[config.mk]
export PLATFORM = sky130hd
export DESIGN_NAME = binarize_and_row_run_smoother
export DESIGN_NICKNAME = d
export VERILOG_FILES = /design/src/hw/rtl/bars_pkg.sv /design/src/hw/rtl/bars_front.sv /design/src/hw/rtl/bars_queue.sv /design/src/hw/rtl/bars_back.sv /design/src/hw/rtl/binarize_and_row_run_smoother.sv
export SDC_FILE = /design/constraint.sdc
export NUM_CORES = 1
export LEC_CHECK = 0
export BUFFER_PORTS_ARGS = -buffer_cell sky130_fd_sc_hd__buf_2
export CAP_MARGIN = 20
export CORE_ASPECT_RATIO = 0.5
export CORE_MARGIN = 2
export CORE_UTILIZATION = 60
export CTS_BUF_LIST = sky130_fd_sc_hd__clkbuf_8 sky130_fd_sc_hd__clkbuf_16
export DETAILED_ROUTE_END_ITERATION = 7
export PLACE_DENSITY = 0.83
export SYNTH_ARGS = -nofsm -noshare
export SYNTH_HDL_FRONTEND = slang
export SYNTH_SLANG_ARGS = --single-unit
export TNS_END_PERCENT = 5
[constraint.sdc]
create_clock -name clk -period 9.58 [get_ports clk]
set_clock_uncertainty 0.15 [all_clocks]
set_input_delay 0.479 -clock clk [delete_from_list [all_inputs] [get_ports clk]]
set_output_delay 0.479 -clock clk [all_outputs]
set_load 0.03 [all_outputs]
[src/hw/rtl/bars_pkg.sv]
package bars_pkg;

  localparam int ROW_PIXELS_MAX_DEF = 4096;
  localparam int RUN_W = 13;
  localparam int RUN_CAP_MAX = 8191;

  localparam int SUM_W = 15;
  localparam int PROD_W = 28;
  localparam logic [SUM_W-1:0] WEIGHT_RED = 15'd30;
  localparam logic [SUM_W-1:0] WEIGHT_GREEN = 15'd59;
  localparam logic [SUM_W-1:0] WEIGHT_BLUE = 15'd11;
  // The grey level is floor(sum / 100), taken as (sum * 5243) >> 19.
  localparam logic [PROD_W-1:0] RECIP_100 = 28'd5243;
  localparam int RECIP_SHIFT = 19;

  localparam int GREY_THR_W = 9;
  localparam int RUN_THR_W = 16;
  localparam logic [GREY_THR_W-1:0] GREY_THR_RESET = 9'd128;
  localparam logic [RUN_THR_W-1:0] RUN_THR_RESET = 16'd8;

  localparam int ADDR_W = 3;
  localparam int DATA_W = 32;
  localparam logic REG_GREY_THR = 1'b0;
  localparam logic REG_RUN_THR = 1'b1;

  localparam int QUEUE_DEPTH = 4;

  localparam logic COLOR_WHITE = 1'b0;
  localparam logic COLOR_BLACK = 1'b1;

  typedef struct packed {
    logic [7:0] red;
    logic [7:0] green;
    logic [7:0] blue;
    logic       row_last;
  } pix_t;

  typedef struct packed {
    logic             run_color;
    logic [RUN_W-1:0] run_length;
    logic             row_end;
  } run_t;

  typedef struct packed {
    logic black;
    logic last;
  } cls_t;

endpackage

[src/hw/rtl/bars_front.sv]
module bars_front (
  input  logic                                  clk,
  input  logic                                  rst,
  input  logic                                  pix_valid,
  input  bars_pkg::pix_t                        pix,
  output logic                                  pix_stall,
  input  logic [bars_pkg::GREY_THR_W-1:0]       grey_threshold,
  input  logic                                  queue_full,
  output logic                                  push,
  output bars_pkg::cls_t                        push_data
);

  logic                           s1_valid;
  logic [bars_pkg::SUM_W-1:0]     s1_sum;
  logic                           s1_last;
  logic                           s2_valid;
  logic [bars_pkg::PROD_W-1:0]    s2_prod;
  logic                           s2_last;
  logic                           adv1;
  logic                           adv2;
  logic [7:0]                     grey;

  assign push = s2_valid && !queue_full;
  assign adv2 = !s2_valid || push;
  assign adv1 = !s1_valid || adv2;
  assign pix_stall = !adv1;

  assign grey = s2_prod[bars_pkg::RECIP_SHIFT +: 8];
  assign push_data.black = {1'b0, grey} < grey_threshold;
  assign push_data.last = s2_last;

  always_ff @(posedge clk) begin
    if (rst) begin
      s1_valid <= 1'b0;
      s2_valid <= 1'b0;
    end else begin
      if (adv1) begin
        s1_valid <= pix_valid;
      end
      if (adv2) begin
        s2_valid <= s1_valid;
      end
    end
  end

  always_ff @(posedge clk) begin
    if (adv1) begin
      s1_sum <= bars_pkg::SUM_W'(pix.red) * bars_pkg::WEIGHT_RED
              + bars_pkg::SUM_W'(pix.green) * bars_pkg::WEIGHT_GREEN
              + bars_pkg::SUM_W'(pix.blue) * bars_pkg::WEIGHT_BLUE;
      s1_last <= pix.row_last;
    end
    if (adv2) begin
      s2_prod <= bars_pkg::PROD_W'(s1_sum) * bars_pkg::RECIP_100;
      s2_last <= s1_last;
    end
  end

  a_stall_holds_stage: assert property (@(posedge clk) disable iff (rst)
    pix_stall |-> s1_valid && s2_valid && queue_full)
    else $error("front stalls without a full pipeline");

endmodule

[src/hw/rtl/bars_queue.sv]
module bars_queue (
  input  logic           clk,
  input  logic           rst,
  input  logic           push,
  input  bars_pkg::cls_t push_data,
  output logic           full,
  input  logic           pop,
  output logic           head_valid,
  output bars_pkg::cls_t head_data
);

  localparam int PTR_W = $clog2(bars_pkg::QUEUE_DEPTH);
  localparam int CNT_W = $clog2(bars_pkg::QUEUE_DEPTH + 1);

  bars_pkg::cls_t     entries [bars_pkg::QUEUE_DEPTH];
  logic [PTR_W-1:0]   wr_ptr;
  logic [PTR_W-1:0]   rd_ptr;
  logic [CNT_W-1:0]   count;
  logic               do_push;
  logic               do_pop;

  assign full = count == CNT_W'(bars_pkg::QUEUE_DEPTH);
  assign head_valid = count != '0;
  assign head_data = entries[rd_ptr];
  assign do_push = push && !full;
  assign do_pop = pop && head_valid;

  always_ff @(posedge clk) begin
    if (rst) begin
      wr_ptr <= '0;
      rd_ptr <= '0;
      count <= '0;
    end else begin
      if (do_push) begin
        wr_ptr <= (wr_ptr == PTR_W'(bars_pkg::QUEUE_DEPTH - 1)) ? '0 : wr_ptr + 1'b1;
      end
      if (do_pop) begin
        rd_ptr <= (rd_ptr == PTR_W'(bars_pkg::QUEUE_DEPTH - 1)) ? '0 : rd_ptr + 1'b1;
      end
      if (do_push && !do_pop) begin
        count <= count + 1'b1;
      end else if (do_pop && !do_push) begin
        count <= count - 1'b1;
      end
    end
  end

  always_ff @(posedge clk) begin
    if (do_push) begin
      entries[wr_ptr] <= push_data;
    end
  end

  a_count_bound: assert property (@(posedge clk) disable iff (rst)
    count <= CNT_W'(bars_pkg::QUEUE_DEPTH))
    else $error("queue count exceeds depth");

endmodule

[src/hw/rtl/bars_back.sv]
module bars_back #(
  parameter int ROW_PIXELS_MAX = bars_pkg::ROW_PIXELS_MAX_DEF
) (
  input  logic                                 clk,
  input  logic                                 rst,
  input  logic [bars_pkg::RUN_THR_W-1:0]       run_threshold,
  input  logic                                 head_valid,
  input  bars_pkg::cls_t                       head_data,
  output logic                                 pop,
  output logic                                 run_valid,
  output bars_pkg::run_t                       run,
  input  logic                                 run_stall
);

  localparam int RW = bars_pkg::RUN_W;
  localparam logic [RW-1:0] RUN_CAP = RW'((ROW_PIXELS_MAX > bars_pkg::RUN_CAP_MAX) ?
                                          bars_pkg::RUN_CAP_MAX : ROW_PIXELS_MAX);
  localparam int CMP_W = bars_pkg::RUN_THR_W + 1;

  logic [RW-1:0]   pending_whites;
  logic            black_seen;
  logic [RW-1:0]   black_run;
  logic [RW-1:0]   pending_whites_next;
  logic            black_seen_next;
  logic [RW-1:0]   black_run_next;

  logic            sec_valid;
  bars_pkg::run_t  sec;
  logic            out_free;

  logic            mid_valid;
  bars_pkg::run_t  mid_run;
  logic            lb_valid;
  bars_pkg::run_t  lb_run;
  logic            lw_valid;
  bars_pkg::run_t  lw_run;
  bars_pkg::run_t  r0;
  bars_pkg::run_t  r1;
  logic [1:0]      n_runs;

  logic [RW-1:0]   pw_inc;
  logic [RW-1:0]   br_inc;
  logic [RW-1:0]   br_fill;
  logic [CMP_W-1:0] thr_ext;

  function automatic logic [RW-1:0] sat_add(input logic [RW-1:0] a, input logic [RW-1:0] b,
                                            input logic [RW-1:0] cap);
    logic [RW:0] s;
    s = {1'b0, a} + {1'b0, b};
    sat_add = (s > {1'b0, cap}) ? cap : s[RW-1:0];
  endfunction

  assign thr_ext = {1'b0, run_threshold};
  assign pw_inc = sat_add(pending_whites, RW'(1), RUN_CAP);
  assign br_inc = sat_add(black_run, RW'(1), RUN_CAP);
  assign br_fill = sat_add(black_run, pw_inc, RUN_CAP);

  always_comb begin
    mid_valid = 1'b0;
    mid_run = '0;
    pending_whites_next = pending_whites;
    black_seen_next = black_seen;
    black_run_next = black_run;
    if (head_data.black) begin
      if (black_seen && pending_whites == '0) begin
        black_run_next = br_inc;
      end else if (black_seen &&
                   (CMP_W'(pending_whites) + CMP_W'(2) <= thr_ext)) begin
        black_run_next = br_fill;
      end else begin
        mid_valid = pending_whites != '0;
        mid_run = '{run_color: bars_pkg::COLOR_WHITE, run_length: pending_whites,
                    row_end: 1'b0};
        black_run_next = RW'(1);
      end
      pending_whites_next = '0;
      black_seen_next = 1'b1;
    end else begin
      pending_whites_next = pw_inc;
      if (black_seen && (CMP_W'(pw_inc) + CMP_W'(2) > thr_ext)) begin
        mid_valid = 1'b1;
        mid_run = '{run_color: bars_pkg::COLOR_BLACK, run_length: black_run, row_end: 1'b0};
        black_seen_next = 1'b0;
        black_run_next = '0;
      end
    end

    lb_valid = head_data.last && black_seen_next;
    lb_run = '{run_color: bars_pkg::COLOR_BLACK, run_length: black_run_next,
               row_end: pending_whites_next == '0};
    lw_valid = head_data.last && pending_whites_next != '0;
    lw_run = '{run_color: bars_pkg::COLOR_WHITE, run_length: pending_whites_next,
               row_end: 1'b1};
    if (head_data.last) begin
      pending_whites_next = '0;
      black_seen_next = 1'b0;
      black_run_next = '0;
    end

    r0 = mid_valid ? mid_run : (lb_valid ? lb_run : lw_run);
    r1 = (mid_valid && lb_valid) ? lb_run : lw_run;
    n_runs = 2'(mid_valid) + 2'(lb_valid) + 2'(lw_valid);
  end

  assign out_free = !run_valid || !run_stall;
  assign pop = head_valid && (n_runs == 2'd0 || (!sec_valid && out_free));

  always_ff @(posedge clk) begin
    if (rst) begin
      pending_whites <= '0;
      black_seen <= 1'b0;
      black_run <= '0;
      run_valid <= 1'b0;
      sec_valid <= 1'b0;
    end else begin
      if (pop) begin
        pending_whites <= pending_whites_next;
        black_seen <= black_seen_next;
        black_run <= black_run_next;
      end
      if (sec_valid && out_free) begin
        run_valid <= 1'b1;
        sec_valid <= 1'b0;
      end else if (pop && n_runs != 2'd0) begin
        run_valid <= 1'b1;
        sec_valid <= n_runs == 2'd2;
      end else if (out_free) begin
        run_valid <= 1'b0;
      end
    end
  end

  always_ff @(posedge clk) begin
    if (sec_valid && out_free) begin
      run <= sec;
    end else if (pop && n_runs != 2'd0) begin
      run <= r0;
      sec <= r1;
    end
  end

  a_sec_behind_out: assert property (@(posedge clk) disable iff (rst)
    sec_valid |-> run_valid)
    else $error("second run held without a run on the output");

  a_black_run_open: assert property (@(posedge clk) disable iff (rst)
    black_seen == (black_run != '0))
    else $error("open black run and its length disagree");

endmodule

[src/hw/rtl/binarize_and_row_run_smoother.sv]
// Each pixel passes the front stages s1 and s2 and the queue before its runs are registered on the output.
// Throughput: one pixel per cycle while pix_stall is low; a pixel that closes two runs puts them
// on the output register in turn, and the 4-entry queue absorbs the difference.
// Reset (rst, synchronous, active high) empties the pipeline and queue, clears
// the row state, and sets grey_threshold to 128 and run_threshold to 8.
module binarize_and_row_run_smoother #(
  parameter int ROW_PIXELS_MAX = bars_pkg::ROW_PIXELS_MAX_DEF
) (
  input  logic                           clk,
  input  logic                           rst,
  input  logic                           pix_valid,
  input  bars_pkg::pix_t                 pix,
  output logic                           pix_stall,
  output logic                           run_valid,
  output bars_pkg::run_t                 run,
  input  logic                           run_stall,
  input  logic                           psel,
  input  logic                           penable,
  input  logic                           pwrite,
  input  logic [bars_pkg::ADDR_W-1:0]    paddr,
  input  logic [bars_pkg::DATA_W-1:0]    pwdata,
  output logic [bars_pkg::DATA_W-1:0]    prdata,
  output logic                           pready
);

  logic [bars_pkg::GREY_THR_W-1:0] grey_threshold;
  logic [bars_pkg::RUN_THR_W-1:0]  run_threshold;
  logic                            cfg_write;
  logic                            queue_full;
  logic                            push;
  bars_pkg::cls_t                  push_data;
  logic                            pop;
  logic                            head_valid;
  bars_pkg::cls_t                  head_data;

  assign pready = 1'b1;
  assign cfg_write = psel && penable && pwrite;

  always_ff @(posedge clk) begin
    if (rst) begin
      grey_threshold <= bars_pkg::GREY_THR_RESET;
      run_threshold <= bars_pkg::RUN_THR_RESET;
    end else if (cfg_write) begin
      case (paddr[2])
        bars_pkg::REG_GREY_THR: grey_threshold <= pwdata[bars_pkg::GREY_THR_W-1:0];
        bars_pkg::REG_RUN_THR:  run_threshold <= pwdata[bars_pkg::RUN_THR_W-1:0];
        default: ;
      endcase
    end
  end

  always_comb begin
    case (paddr[2])
      bars_pkg::REG_GREY_THR: prdata = bars_pkg::DATA_W'(grey_threshold);
      bars_pkg::REG_RUN_THR:  prdata = bars_pkg::DATA_W'(run_threshold);
      default:                prdata = '0;
    endcase
  end

  bars_front u_front (
    .clk            (clk),
    .rst            (rst),
    .pix_valid      (pix_valid),
    .pix            (pix),
    .pix_stall      (pix_stall),
    .grey_threshold (grey_threshold),
    .queue_full     (queue_full),
    .push           (push),
    .push_data      (push_data)
  );

  bars_queue u_queue (
    .clk        (clk),
    .rst        (rst),
    .push       (push),
    .push_data  (push_data),
    .full       (queue_full),
    .pop        (pop),
    .head_valid (head_valid),
    .head_data  (head_data)
  );

  bars_back #(
    .ROW_PIXELS_MAX (ROW_PIXELS_MAX)
  ) u_back (
    .clk           (clk),
    .rst           (rst),
    .run_threshold (run_threshold),
    .head_valid    (head_valid),
    .head_data     (head_data),
    .pop           (pop),
    .run_valid     (run_valid),
    .run           (run),
    .run_stall     (run_stall)
  );

endmodule
== Word level (Yosys, flattened, before mapping) ==
Memory sizes are Yosys's and may differ from the RTL's. A register that Yosys moved wholly into a read port is not among the register bits.
Index checks and enable logic that the tools add are counted.

* Bits of input ports: 67
* Word-level logic and storage cells: 134
* Flip-flop bits (word level): 137
* Memory bits (writable): 8
* Memories: 1
* Output and inout bits: 50

{| class="wikitable"
|+ Memory list
! name !! words !! bits a word !! read ports !! clocked after Yosys merged registers in !! wr ports !! line !! RTL
|-
| u_queue.entries || 4 || 2 || 1 || 1 || 1 || bars_queue.sv:15 || <nowiki>bars_pkg::cls_t entries [bars_pkg::QUEUE_DEPTH];</nowiki>
|}

* Equality and inequality tests: 4
* $lt $le $gt $ge: 6
* Reduce and logical (&&, ||, !) cells: 44
* Multiplexer cells: 38
* Bitwise logic cells: 2
* Multiply operators: 4
* Add/subtract/negate cells: 13

{| class="wikitable"
|+ Operators by type and width
! kind !! number
|-
| $mux 13 || 10
|-
| $mux 15 || 8
|-
| $pmux 32 s2 || 1
|-
| $gt 14x13->1 const B || 3
|-
| $add 13x1->14 const B || 2
|-
| $add 13x2->14 const B || 2
|-
| $mul 15x13->27 const B || 1
|-
| $logic_not 13->1 || 2
|-
| $reduce_bool 13->1 || 2
|-
| $mul 8x4->12 const B || 2
|-
| $gt 17x16->1 || 1
|-
| $le 17x16->1 || 1
|-
| $logic_and 1x1->1 || 17
|-
| $add 13x14->15 || 1
|-
| $add 15x12->15 || 1
|-
| $add 13x13->14 || 1
|-
| $mul 8x6->14 const B || 1
|-
| $mux 14 || 1
|-
| $mux 1 || 12
|-
| $logic_not 1->1 || 9
|-
| $lt 8x9->1 || 1
|-
| $mux 2 || 4
|-
| $eq 2x2->1 const B || 3
|-
| $mux 3 || 2
|-
| other kinds (13) || 23
|}

== Depth between registers and ports, before layout ==
Gate-level depths: netlist (run 1).

* Word-level depth: 18
* Mapped depth: 33
* Mapped depth without buffers: 31

== Hierarchy ==
A second synthesis (run 1) with hierarchy kept.

* Cells, all modules: 1656
* Area total of the unflattened synthesis: 15413.5 µm²

{| class="wikitable"
|+ By module, submodules not included
! module !! area each (µm²) !! instances !! cells an instance
|-
| bars_front || 7464.7 || 1 || 717
|-
| bars_back || 5759.3 || 1 || 738
|-
| binarize_and_row_run_smoother || 1400.1 || 1 || 141
|-
| bars_queue || 789.5 || 1 || 60
|}

== Worst setup path after synthesis (run 1) ==
Ideal clock, no wire load.

* Kind: reg2reg
* Start point: reg u_back.pending_whites[1]
* End point: reg u_queue.count[2]
* Path slack: 1.876 ns
* Arrival time: 7.483 ns
* Stages on the path, launching flop included: 33
* Path buffers: 2
* Path through: dfxtp_1 ha_1 nand4_1 xor2_1 nand4_1 nor4b_1 a41o_1 nand2_1 inv_1 ha_1 nand2_1 or4_1 nor3_1 xor2_1 ha_1 a21o_1 a211o_1 or3_1 and4_1 clkbuf_1 nor2_1 inv_1 fa_1 nor2_1 o32a_1 inv_2 buf_1 ha_1 inv_1 fa_1 xor2_1 or3_1 a21oi_1

* Cells in the longest elaborated chain, start to end: 18
* Elaborated cells on any way between the ends: 33
* Those cells by class: add/sub (5); order compare (3); mux (9); reduce/logical (16)

{| class="wikitable"
|+ Ends and longest elaborated chain
! element !! line !! RTL
|-
| start: declaration || bars_back.sv:20 || <nowiki>logic [RW-1:0] pending_whites;</nowiki>
|-
| start signal: assignment || bars_back.sv:117 || <nowiki>pending_whites <= pending_whites_next;</nowiki>
|-
| $add 13x1->14 || bars_back.sv:49 || <nowiki>s = {1'b0, a} + {1'b0, b};</nowiki>
|-
| $gt 14x13->1 || bars_back.sv:50 || <nowiki>sat_add = (s > {1'b0, cap}) ? cap : s[RW-1:0];</nowiki>
|-
| $mux 13 || bars_back.sv:50 ||
|-
| $add 13x2->14 || bars_back.sv:80 || <nowiki>if (black_seen && (CMP_W'(pw_inc) + CMP_W'(2) > thr_ext)) begin</nowiki>
|-
| $gt 17x16->1 || bars_back.sv:80 ||
|-
| $logic_and 1x1->1 || bars_back.sv:80 ||
|-
| $mux 1 || bars_back.sv:80 ||
|-
| $mux 1 || bars_back.sv:64 || <nowiki>if (head_data.black) begin</nowiki>
|-
| (+2 left out) || -- ||
|-
| $add 2x1->2 * || bars_back.sv:102 || <nowiki>n_runs = 2'(mid_valid) + 2'(lb_valid) + 2'(lw_valid);</nowiki>
|-
| $logic_not 2->1 * || bars_back.sv:106 || <nowiki>assign pop = head_valid && (n_runs == 2'd0 || (!sec_valid && out_free));</nowiki>
|-
| $logic_or 1x1->1 * || bars_back.sv:106 ||
|-
| $logic_and 1x1->1 * || bars_back.sv:106 ||
|-
| $logic_and 1x1->1 * || bars_queue.sv:26 || <nowiki>assign do_pop = pop && head_valid;</nowiki>
|-
| $logic_not 1->1 || bars_queue.sv:40 || <nowiki>if (do_push && !do_pop) begin</nowiki>
|-
| $logic_and 1x1->1 || bars_queue.sv:40 ||
|-
| $mux 3 / $reduce_bool 2->1 (equally long branches) || -- ||
|-
| end signal: assignment || bars_queue.sv:41 || <nowiki>count <= count + 1'b1;</nowiki>
|-
| end signal: assignment || bars_queue.sv:43 || <nowiki>count <= count - 1'b1;</nowiki>
|-
| end: declaration || bars_queue.sv:18 || <nowiki>logic [CNT_W-1:0] count;</nowiki>
|}

Mark *: on every way between the ends. The rest lies on a longest branch, timed or not.
A chain may end at the register's enable or synchronous reset.

== Worst setup path in the final report (run 1) ==
* Start point: reg u_back.pending_whites[2]
* End point: reg u_back.black_run[3]

* Cells in the longest elaborated chain, start to end: 14
* Elaborated cells on any way between the ends: 35
* Those cells by class: add/sub (6); order compare (4); mux (14); reduce/logical (11)

{| class="wikitable"
|+ Ends and longest elaborated chain
! element !! line !! RTL
|-
| $add 13x1->14 || bars_back.sv:49 ||
|-
| $gt 14x13->1 || bars_back.sv:50 ||
|-
| $mux 13 || bars_back.sv:50 ||
|-
| $add 13x2->14 || bars_back.sv:80 ||
|-
| $gt 17x16->1 || bars_back.sv:80 ||
|-
| $logic_and 1x1->1 || bars_back.sv:80 ||
|-
| $mux 1 || bars_back.sv:80 ||
|-
| $mux 1 || bars_back.sv:64 ||
|-
| $logic_and 1x1->1 || bars_back.sv:88 || <nowiki>lb_valid = head_data.last && black_seen_next;</nowiki>
|-
| $add 1x1->2 || bars_back.sv:102 ||
|-
| $add 2x1->2 || bars_back.sv:102 ||
|-
| $logic_not 2->1 || bars_back.sv:106 ||
|-
| $logic_or 1x1->1 || bars_back.sv:106 ||
|-
| $logic_and 1x1->1 || bars_back.sv:106 ||
|-
| end signal: assignment || bars_back.sv:119 || <nowiki>black_run <= black_run_next;</nowiki>
|-
| end: declaration || bars_back.sv:22 || <nowiki>logic [RW-1:0] black_run;</nowiki>
|}

Several ways; a longest one is shown, not always the timed one.

==> results of run 1 <==
layout make-up:
type / count / share of cell area, %
clock buffer: 17 / 2.69
clock inverter: 15 / 1.23
inverter: 261 / 6.20
multi-input combinational: 1146 / 64.2
sequential: 128 / 20.2
tap: 315 / 2.49
timing repair buffer: 89 / 2.97
cell families (layout without fill, tap and decap cells):
kind of cell               count (synthesis)  count (layout)
and+or+nand+nor                          410             410
xor gates and xnor gates                  75              75
muxes                                     15              15
adders and majority gates                355             355
DFF                                      128             128
buffers and inverters                    330             382
AOI/OAI and AO/OA                        272             272
other                                      2              19
per-layer routing:
metal / vias to the layer above / routed length, um
li1: 5473 / -
met1: 5544 / 13700
met2: 448 / 16400
met3: 110 / 2530
met4: 0 / 1200
met5: - / 0
critical path: cells and delay by family (launching register included):
kind	cells	cell delay (ns)
buf+inv	4	0.54
compound gates	5	1.26
xor+xnor	2	0.67
simple gates	13	4.03
fa+ha+maj	4	1.35
flops	1	0.63
per-stage QoR:
stage | setup slack, ns | cells | hold WS, ns | area [sq um]
3_5_place_dp | 1.12 | 1938 | 0.261 | 15200
3_3_place_gp | 1.18 | 1938 | 0.285 | 15200
4_1_cts | 1.00 | 1970 | 0.0558 | 15800
5_1_grt | 0.357 | 1971 | 0.0530 | 15800
6_report | 0.829 | 1971 | 0.0637 | 15800
2_1_floorplan | 1.88 | 1604 | 0.250 | 14700
state kept, by name, indices dropped and copies added (netlist names), 2 cells and up, named ones only:
name                   count
u_queue.count              3
u_queue.entries            8
u_back.pending_whites     13
run_threshold             16
u_back.run                15
u_front.s2_prod            8
u_back.sec                15
u_queue.wr_ptr             2
grey_threshold             9
u_front.s1_sum            15
u_queue.rd_ptr             2
u_back.black_run          13
Yosys cell counts, types with 10 or more instances:
master | n | area [sq um]
a21o_1 | 19 | 143
a21oi_1 | 80 | 400
a221oi_1 | 11 | 96.3
a22oi_1 | 16 | 120
a31oi_1 | 16 | 100
and2_1 | 10 | 62.6
and3_1 | 16 | 100
buf_4 | 19 | 143
clkbuf_1 | 40 | 150
dfxtp_1 | 65 | 1300
edfxtp_1 | 63 | 1890
fa_1 | 135 | 2700
ha_1 | 220 | 2750
inv_1 | 260 | 976
nand2_1 | 128 | 480
nand2b_1 | 12 | 75.1
nand3_1 | 44 | 220
nand4_1 | 19 | 119
nor2_1 | 101 | 379
nor3_1 | 24 | 120
nor4_1 | 10 | 62.6
o21ai_0 | 44 | 220
or2_2 | 10 | 62.6
or3_1 | 10 | 62.6
xnor2_1 | 49 | 429
xor2_1 | 26 | 228
final timing paths:
path	to	slack, ns	cells past startpoint
setup / recovery	u_back.black_run[3]	0.83	28
hold / removal	u_front.s1_last	0.06	1
setup reg to reg	u_back.black_run[3]	0.83	28
hold reg to reg	u_front.s2_last	0.27	0
==> impl_metrics.env, run 1 <==
export IMPL_use_met2_pct=48.2
export IMPL_startpoint="u_back.pending_whites[2]"
export IMPL_fin_crit_sh_pct=91.3
export IMPL_slowest_stage="dfxtp_1"
export IMPL_avgRoutedWirePerCell_um=17.1
export IMPL_worstMarginPinSlew_ns=1.10
export IMPL_grt_use_met3_pct=6.31
export IMPL_area_growth_pct=8.27
export IMPL_ctsResizeCount=0
export IMPL_yosysSeqAreaShare_pct=21.9
export IMPL_busiest_layer="met2"
export IMPL_crit_path_start_kind="register"
export IMPL_clk_latency_ns=0.44
export IMPL_synth_compound_area_share_pct=12.5
export IMPL_ys_flop_type="dfxtp_1"
export IMPL_route_detailed_drc=0
export IMPL_hold_class="input pin to register"
export IMPL_dieHeight_um=114
export IMPL_drt_total_wl_mm=33.8
export IMPL_finalHoldViolations=0
export IMPL_crit_arrival_ns=8.96
export IMPL_synth_top_family_by_area="adder cells"
export IMPL_vias=11600
export IMPL_postCtsSetupBuffers=0
export IMPL_rows=40
export IMPL_numPortBuffers=81
export IMPL_num_antenna_cells=0
export IMPL_grt_pass1_vias=11700
export IMPL_synthMuxAreaShare_pct=1.17
export IMPL_critPathKind="register to register"
export IMPL_fin_nets=2065
export IMPL_synth_edff_count=63
export IMPL_die_width_um=225
export IMPL_end_kind="register"
export IMPL_rsz0062_at_grt="false"
export IMPL_grt_antenna_before_repair=0
export IMPL_synthCells=1587
export IMPL_max_slew_margin_pct=25.9
export IMPL_layout_min_cycle_time_ns=8.75
export IMPL_outcome="finished, final reports clean"
export IMPL_tritoncts="yes"
export IMPL_hpwl_mm=26.3
export IMPL_setup_viol=0
export IMPL_initial_core_util_pct=61.0
export IMPL_fill_cells=1901
export IMPL_rr_startpoint="u_back.pending_whites[2]"
export IMPL_tns_ns=0
export IMPL_drt_iter0_markers=1082
export IMPL_cts_max_level=4
export IMPL_multi_input_area_sq_um=10200
export IMPL_post_route_util_pct=66.1
export IMPL_cpPeakStageDelay_ns=0.63
export IMPL_clk_path_buf_depth=2
export IMPL_worstHoldStart="pix[0]"
export IMPL_track_usage_pct=27.8
export IMPL_final_common_cell="inv_1"
export IMPL_clk_pin_slew_ns=0.07
export IMPL_syn_area_sq_um=14600
export IMPL_postCtsHoldBufs=0
export IMPL_grt_pass1_wl_mm=56.5
export IMPL_placeableCoreArea_sq_um=23900
export IMPL_yosysWarnings=0
export IMPL_synth_async_sr_flop_share_pct=0
export IMPL_crit_path_max_fanout=27
export IMPL_die_area_sq_um=25700
export IMPL_vias_per_cell=5.87
export IMPL_use_met1_pct=33.8
export IMPL_ios=117
export IMPL_cts_made_buffers=17
export IMPL_seqCellArea_sq_um=3190
export IMPL_synth_seq_cells=128
export IMPL_synthSimpleGateAreaFrac_pct=13.4
export IMPL_cts_sinks=128
export IMPL_synthAdderAreaFrac_pct=37.4
export IMPL_antenna_left=0
export IMPL_syn_area_per_cell_sq_um=9.20
export IMPL_final_cell_mix="inv_1, ha_1, fa_1, nand2_1, nor2_1"
export IMPL_worstPathRequired_ns=9.79
export IMPL_fmax_mhz=114
export IMPL_clockRootBuffer="clkbuf_16"
export IMPL_slew_viol_final=0
export IMPL_grt_max_degree=67
export IMPL_ys_types=79
export IMPL_gp_congestion=0.980
export IMPL_firstDrtPassIters=6
export IMPL_grt_overflow_total=0
export IMPL_drive_gt1_share_pct=9.06
export IMPL_synth_xor_area_share_pct=4.50
export IMPL_maxCapViolations=0
Power of run 1 is left out: the tool's default activity adds up to more than one toggle a clock period on the data nets, which glitch-free logic cannot reach.
==> run 2, diff against run 1 <==
Settings changed: ABC_AREA from default to 1.
==> run 2 against run 1 <==
Against the previous run:
- setup slack better by 1.2 ns
- critical endpoint is now u_back.sec[1]
- flip-flop and latch count is the same
- sequential share of layout area decreased by 1.1 points
- count of clock-buffer cells in the layout rose by 2
- core utilization about the same
==> impl_metrics.env, run 2 <==
export IMPL_cts_made_buffers=17
export IMPL_max_slew_margin_pct=40.8
export IMPL_die_area_sq_um=27200
export IMPL_hold_depth=2
export IMPL_ys_flop_type="dfxtp_1"
export IMPL_largest_reg_flops=16
export IMPL_crit_path_start_kind="register"
export IMPL_setup_slack_ns=1.99
export IMPL_fin_cells=2402
export IMPL_yosysSeqAreaShare_pct=20.6
export IMPL_maxCapViolations=0
export IMPL_track_usage_pct=28.9
export IMPL_outcome="finished, final reports clean"
export IMPL_drt_iter0_markers=1024
export IMPL_worstHoldStart="pix_valid"
export IMPL_ios=117
export IMPL_crit_arrival_ns=7.52
export IMPL_hpwl_mm=31.0
export IMPL_slowest_stage="fa_1"
export IMPL_clk_path_buf_depth=2
export IMPL_cpPeakStageDelay_ns=0.53
export IMPL_yosys_area_top_type="ha_1"
export IMPL_synth_edff_count=63
export IMPL_grt_max_degree=43
export IMPL_synthSimpleGateAreaFrac_pct=19.3
export IMPL_antenna_left=0
export IMPL_critical_path_top_cell_by_count="nand2_1"
export IMPL_die_width_um=231
export IMPL_vias=13100
export IMPL_fill_cells=2133
export IMPL_tritoncts="yes"
export IMPL_final_cell_mix="inv_1, nand2_1, ha_1, a21oi_1, nor2_1"
export IMPL_vias_per_cell=5.47
export IMPL_fin_nets=2467
export IMPL_end_kind="register"
export IMPL_synth_area_leaders="ha_1, fa_1, edfxtp_1"
export IMPL_dp_slack_ns=2.20
export IMPL_final_common_cell="inv_1"
export IMPL_dieHeight_um=118
export IMPL_synth_common_cells="inv_1, nand2_1, ha_1"
export IMPL_fmax_mhz=132
export IMPL_synth_async_sr_flop_share_pct=0
export IMPL_holdPathEnd="u_front.s1_valid"
export IMPL_hold_class="input pin to register"
export IMPL_avgRoutedWirePerCell_um=15.8
export IMPL_regMostFlops="run_threshold"
export IMPL_area_growth_pct=7.93
export IMPL_initial_core_util_pct=61.3
export IMPL_postCtsSetupBuffers=0
export IMPL_grt_pass1_vias=12800
export IMPL_ys_types=50
export IMPL_layout_min_cycle_time_ns=7.59
export IMPL_slew_viol_final=0
export IMPL_synth_top_family_by_area="adder cells"
export IMPL_gp_congestion=0.965
export IMPL_fin_crit_sh_pct=79.3
export IMPL_worstMarginPinSlew_ns=0.887
export IMPL_postCtsHoldBufs=0
export IMPL_clk_pin_slew_ns=0.06
export IMPL_rsz0062_at_grt="false"
export IMPL_numPortBuffers=81
export IMPL_syn_area_sq_um=15500
export IMPL_synthCells=1975
export IMPL_synthMuxAreaShare_pct=0
export IMPL_rows=41
export IMPL_syn_area_per_cell_sq_um=7.84
export IMPL_ff2ff_setup_slack_ns=1.99
export IMPL_critPathKind="register to register"
export IMPL_clk_latency_ns=0.45
export IMPL_setup_viol=0
export IMPL_synth_seq_cells=128
export IMPL_crit_path_max_fanout=30
export IMPL_synthAdderAreaFrac_pct=35.2
export IMPL_route_detailed_drc=0
export IMPL_r2r_cells=35
export IMPL_grt_antenna_before_repair=0
export IMPL_drive_gt1_share_pct=7.48
export IMPL_grt_overflow_total=0
export IMPL_grt_pass1_wl_mm=62.6
export IMPL_r2r_end="u_back.sec[1]"
export IMPL_clockRootBuffer="clkbuf_16"
export IMPL_firstDrtPassIters=6
export IMPL_worstPathRequired_ns=9.50
export IMPL_drt_total_wl_mm=38.0
export IMPL_synth_compound_area_share_pct=10.2
export IMPL_dp_cells=2370
export IMPL_placeableCoreArea_sq_um=25300
export IMPL_synth_top_area_share_pct=17.8
export IMPL_rr_startpoint="u_back.pending_whites[0]"
export IMPL_cts_sinks=128
export IMPL_num_antenna_cells=0
export IMPL_ctsResizeCount=0
export IMPL_tns_ns=0
export IMPL_finalHoldViolations=0
export IMPL_yosysWarnings=0
export IMPL_synth_most_common_cell="inv_1"
export IMPL_cts_max_level=4
export IMPL_synth_xor_area_share_pct=3.05
## run 2: cell types whose count changed in the layout (fill, tap and decap cells not counted), moves of 16 or more
cell     change
nand2_1    +232
inv_1      +136
a21oi_1     +70
nor2_1      +46
nand3_1     +44
xnor2_1     -39
o21ai_0     +37
xor2_1      +18
a22oi_1     -16
## run 2: per-stage QoR
step                area (sq um)  hold slack [ns]  util [%]
floorplan                  15600            0.250         -
global placement           16100            0.253      63.8
detailed placement         16100            0.261      63.8
CTS                        16700           0.0881      66.1
global route               16700            0.106      66.1
finish                     16700           0.0958      66.1
## run 2: area by class of cell
| cell class | instances | area [sq um] | share of cell area (%) |
|---|---|---|---|
| multi-input combinational | 1409 | 10600 | 63.2 |
| sequential | 128 | 3190 | 19.1 |
| inverter | 404 | 1520 | 9.09 |
| clock buffer | 19 | 453 | 2.71 |
| timing repair buffer | 85 | 435 | 2.60 |
| tap | 344 | 430 | 2.57 |
| clock inverter | 13 | 126 | 0.756 |
## run 2: worst max-delay path by stage
stage	from	endpoint	slack, ns	depth (start not counted)
final	u_back.pending_whites[0]	u_back.sec[1]	1.99	35
after global routing	u_back.pending_whites[2]	u_back.run[10]	1.29	32
after CTS	u_back.pending_whites[0]	u_back.run[8]	2.14	35
after detailed placement	u_back.pending_whites[0]	u_back.run[1]	2.20	35
after global placement	u_back.pending_whites[0]	u_back.sec[14]	2.31	33
after floorplan	u_back.pending_whites[2]	u_queue.count[2]	3.43	41
## run 2: per-layer routing
layer  global-route usage (%)  wire, um  vias to the layer above
met1                     38.3     16200                     6154
met5                        0         0                        -
met4                     9.52       983                        0
li1                         -         -                     6451
met2                     48.1     18200                      458
met3                     5.06      2700                       82
## run 2: kinds of logic after synthesis
kind of cell | Yosys count
AND/OR/NAND/NOR | 692
flip-flops | 128
XOR/XNOR | 54
buffers and inverters | 455
other | 2
adder cells (fa/ha/maj) | 355
AO/OA/AOI/OAI | 289
## run 2: critical path: cells and delay by family, from the launching register on
kind,cells,cell delay [ns]
AOI/OAI and AO/OA,3,0.50
DFF,1,0.48
buffers and inverters,6,1.44
and+or+nand+nor,20,2.93
adders and majority gates,4,1.26
xor gates and xnor gates,2,0.48
Power of run 2 is left out for the same reason.
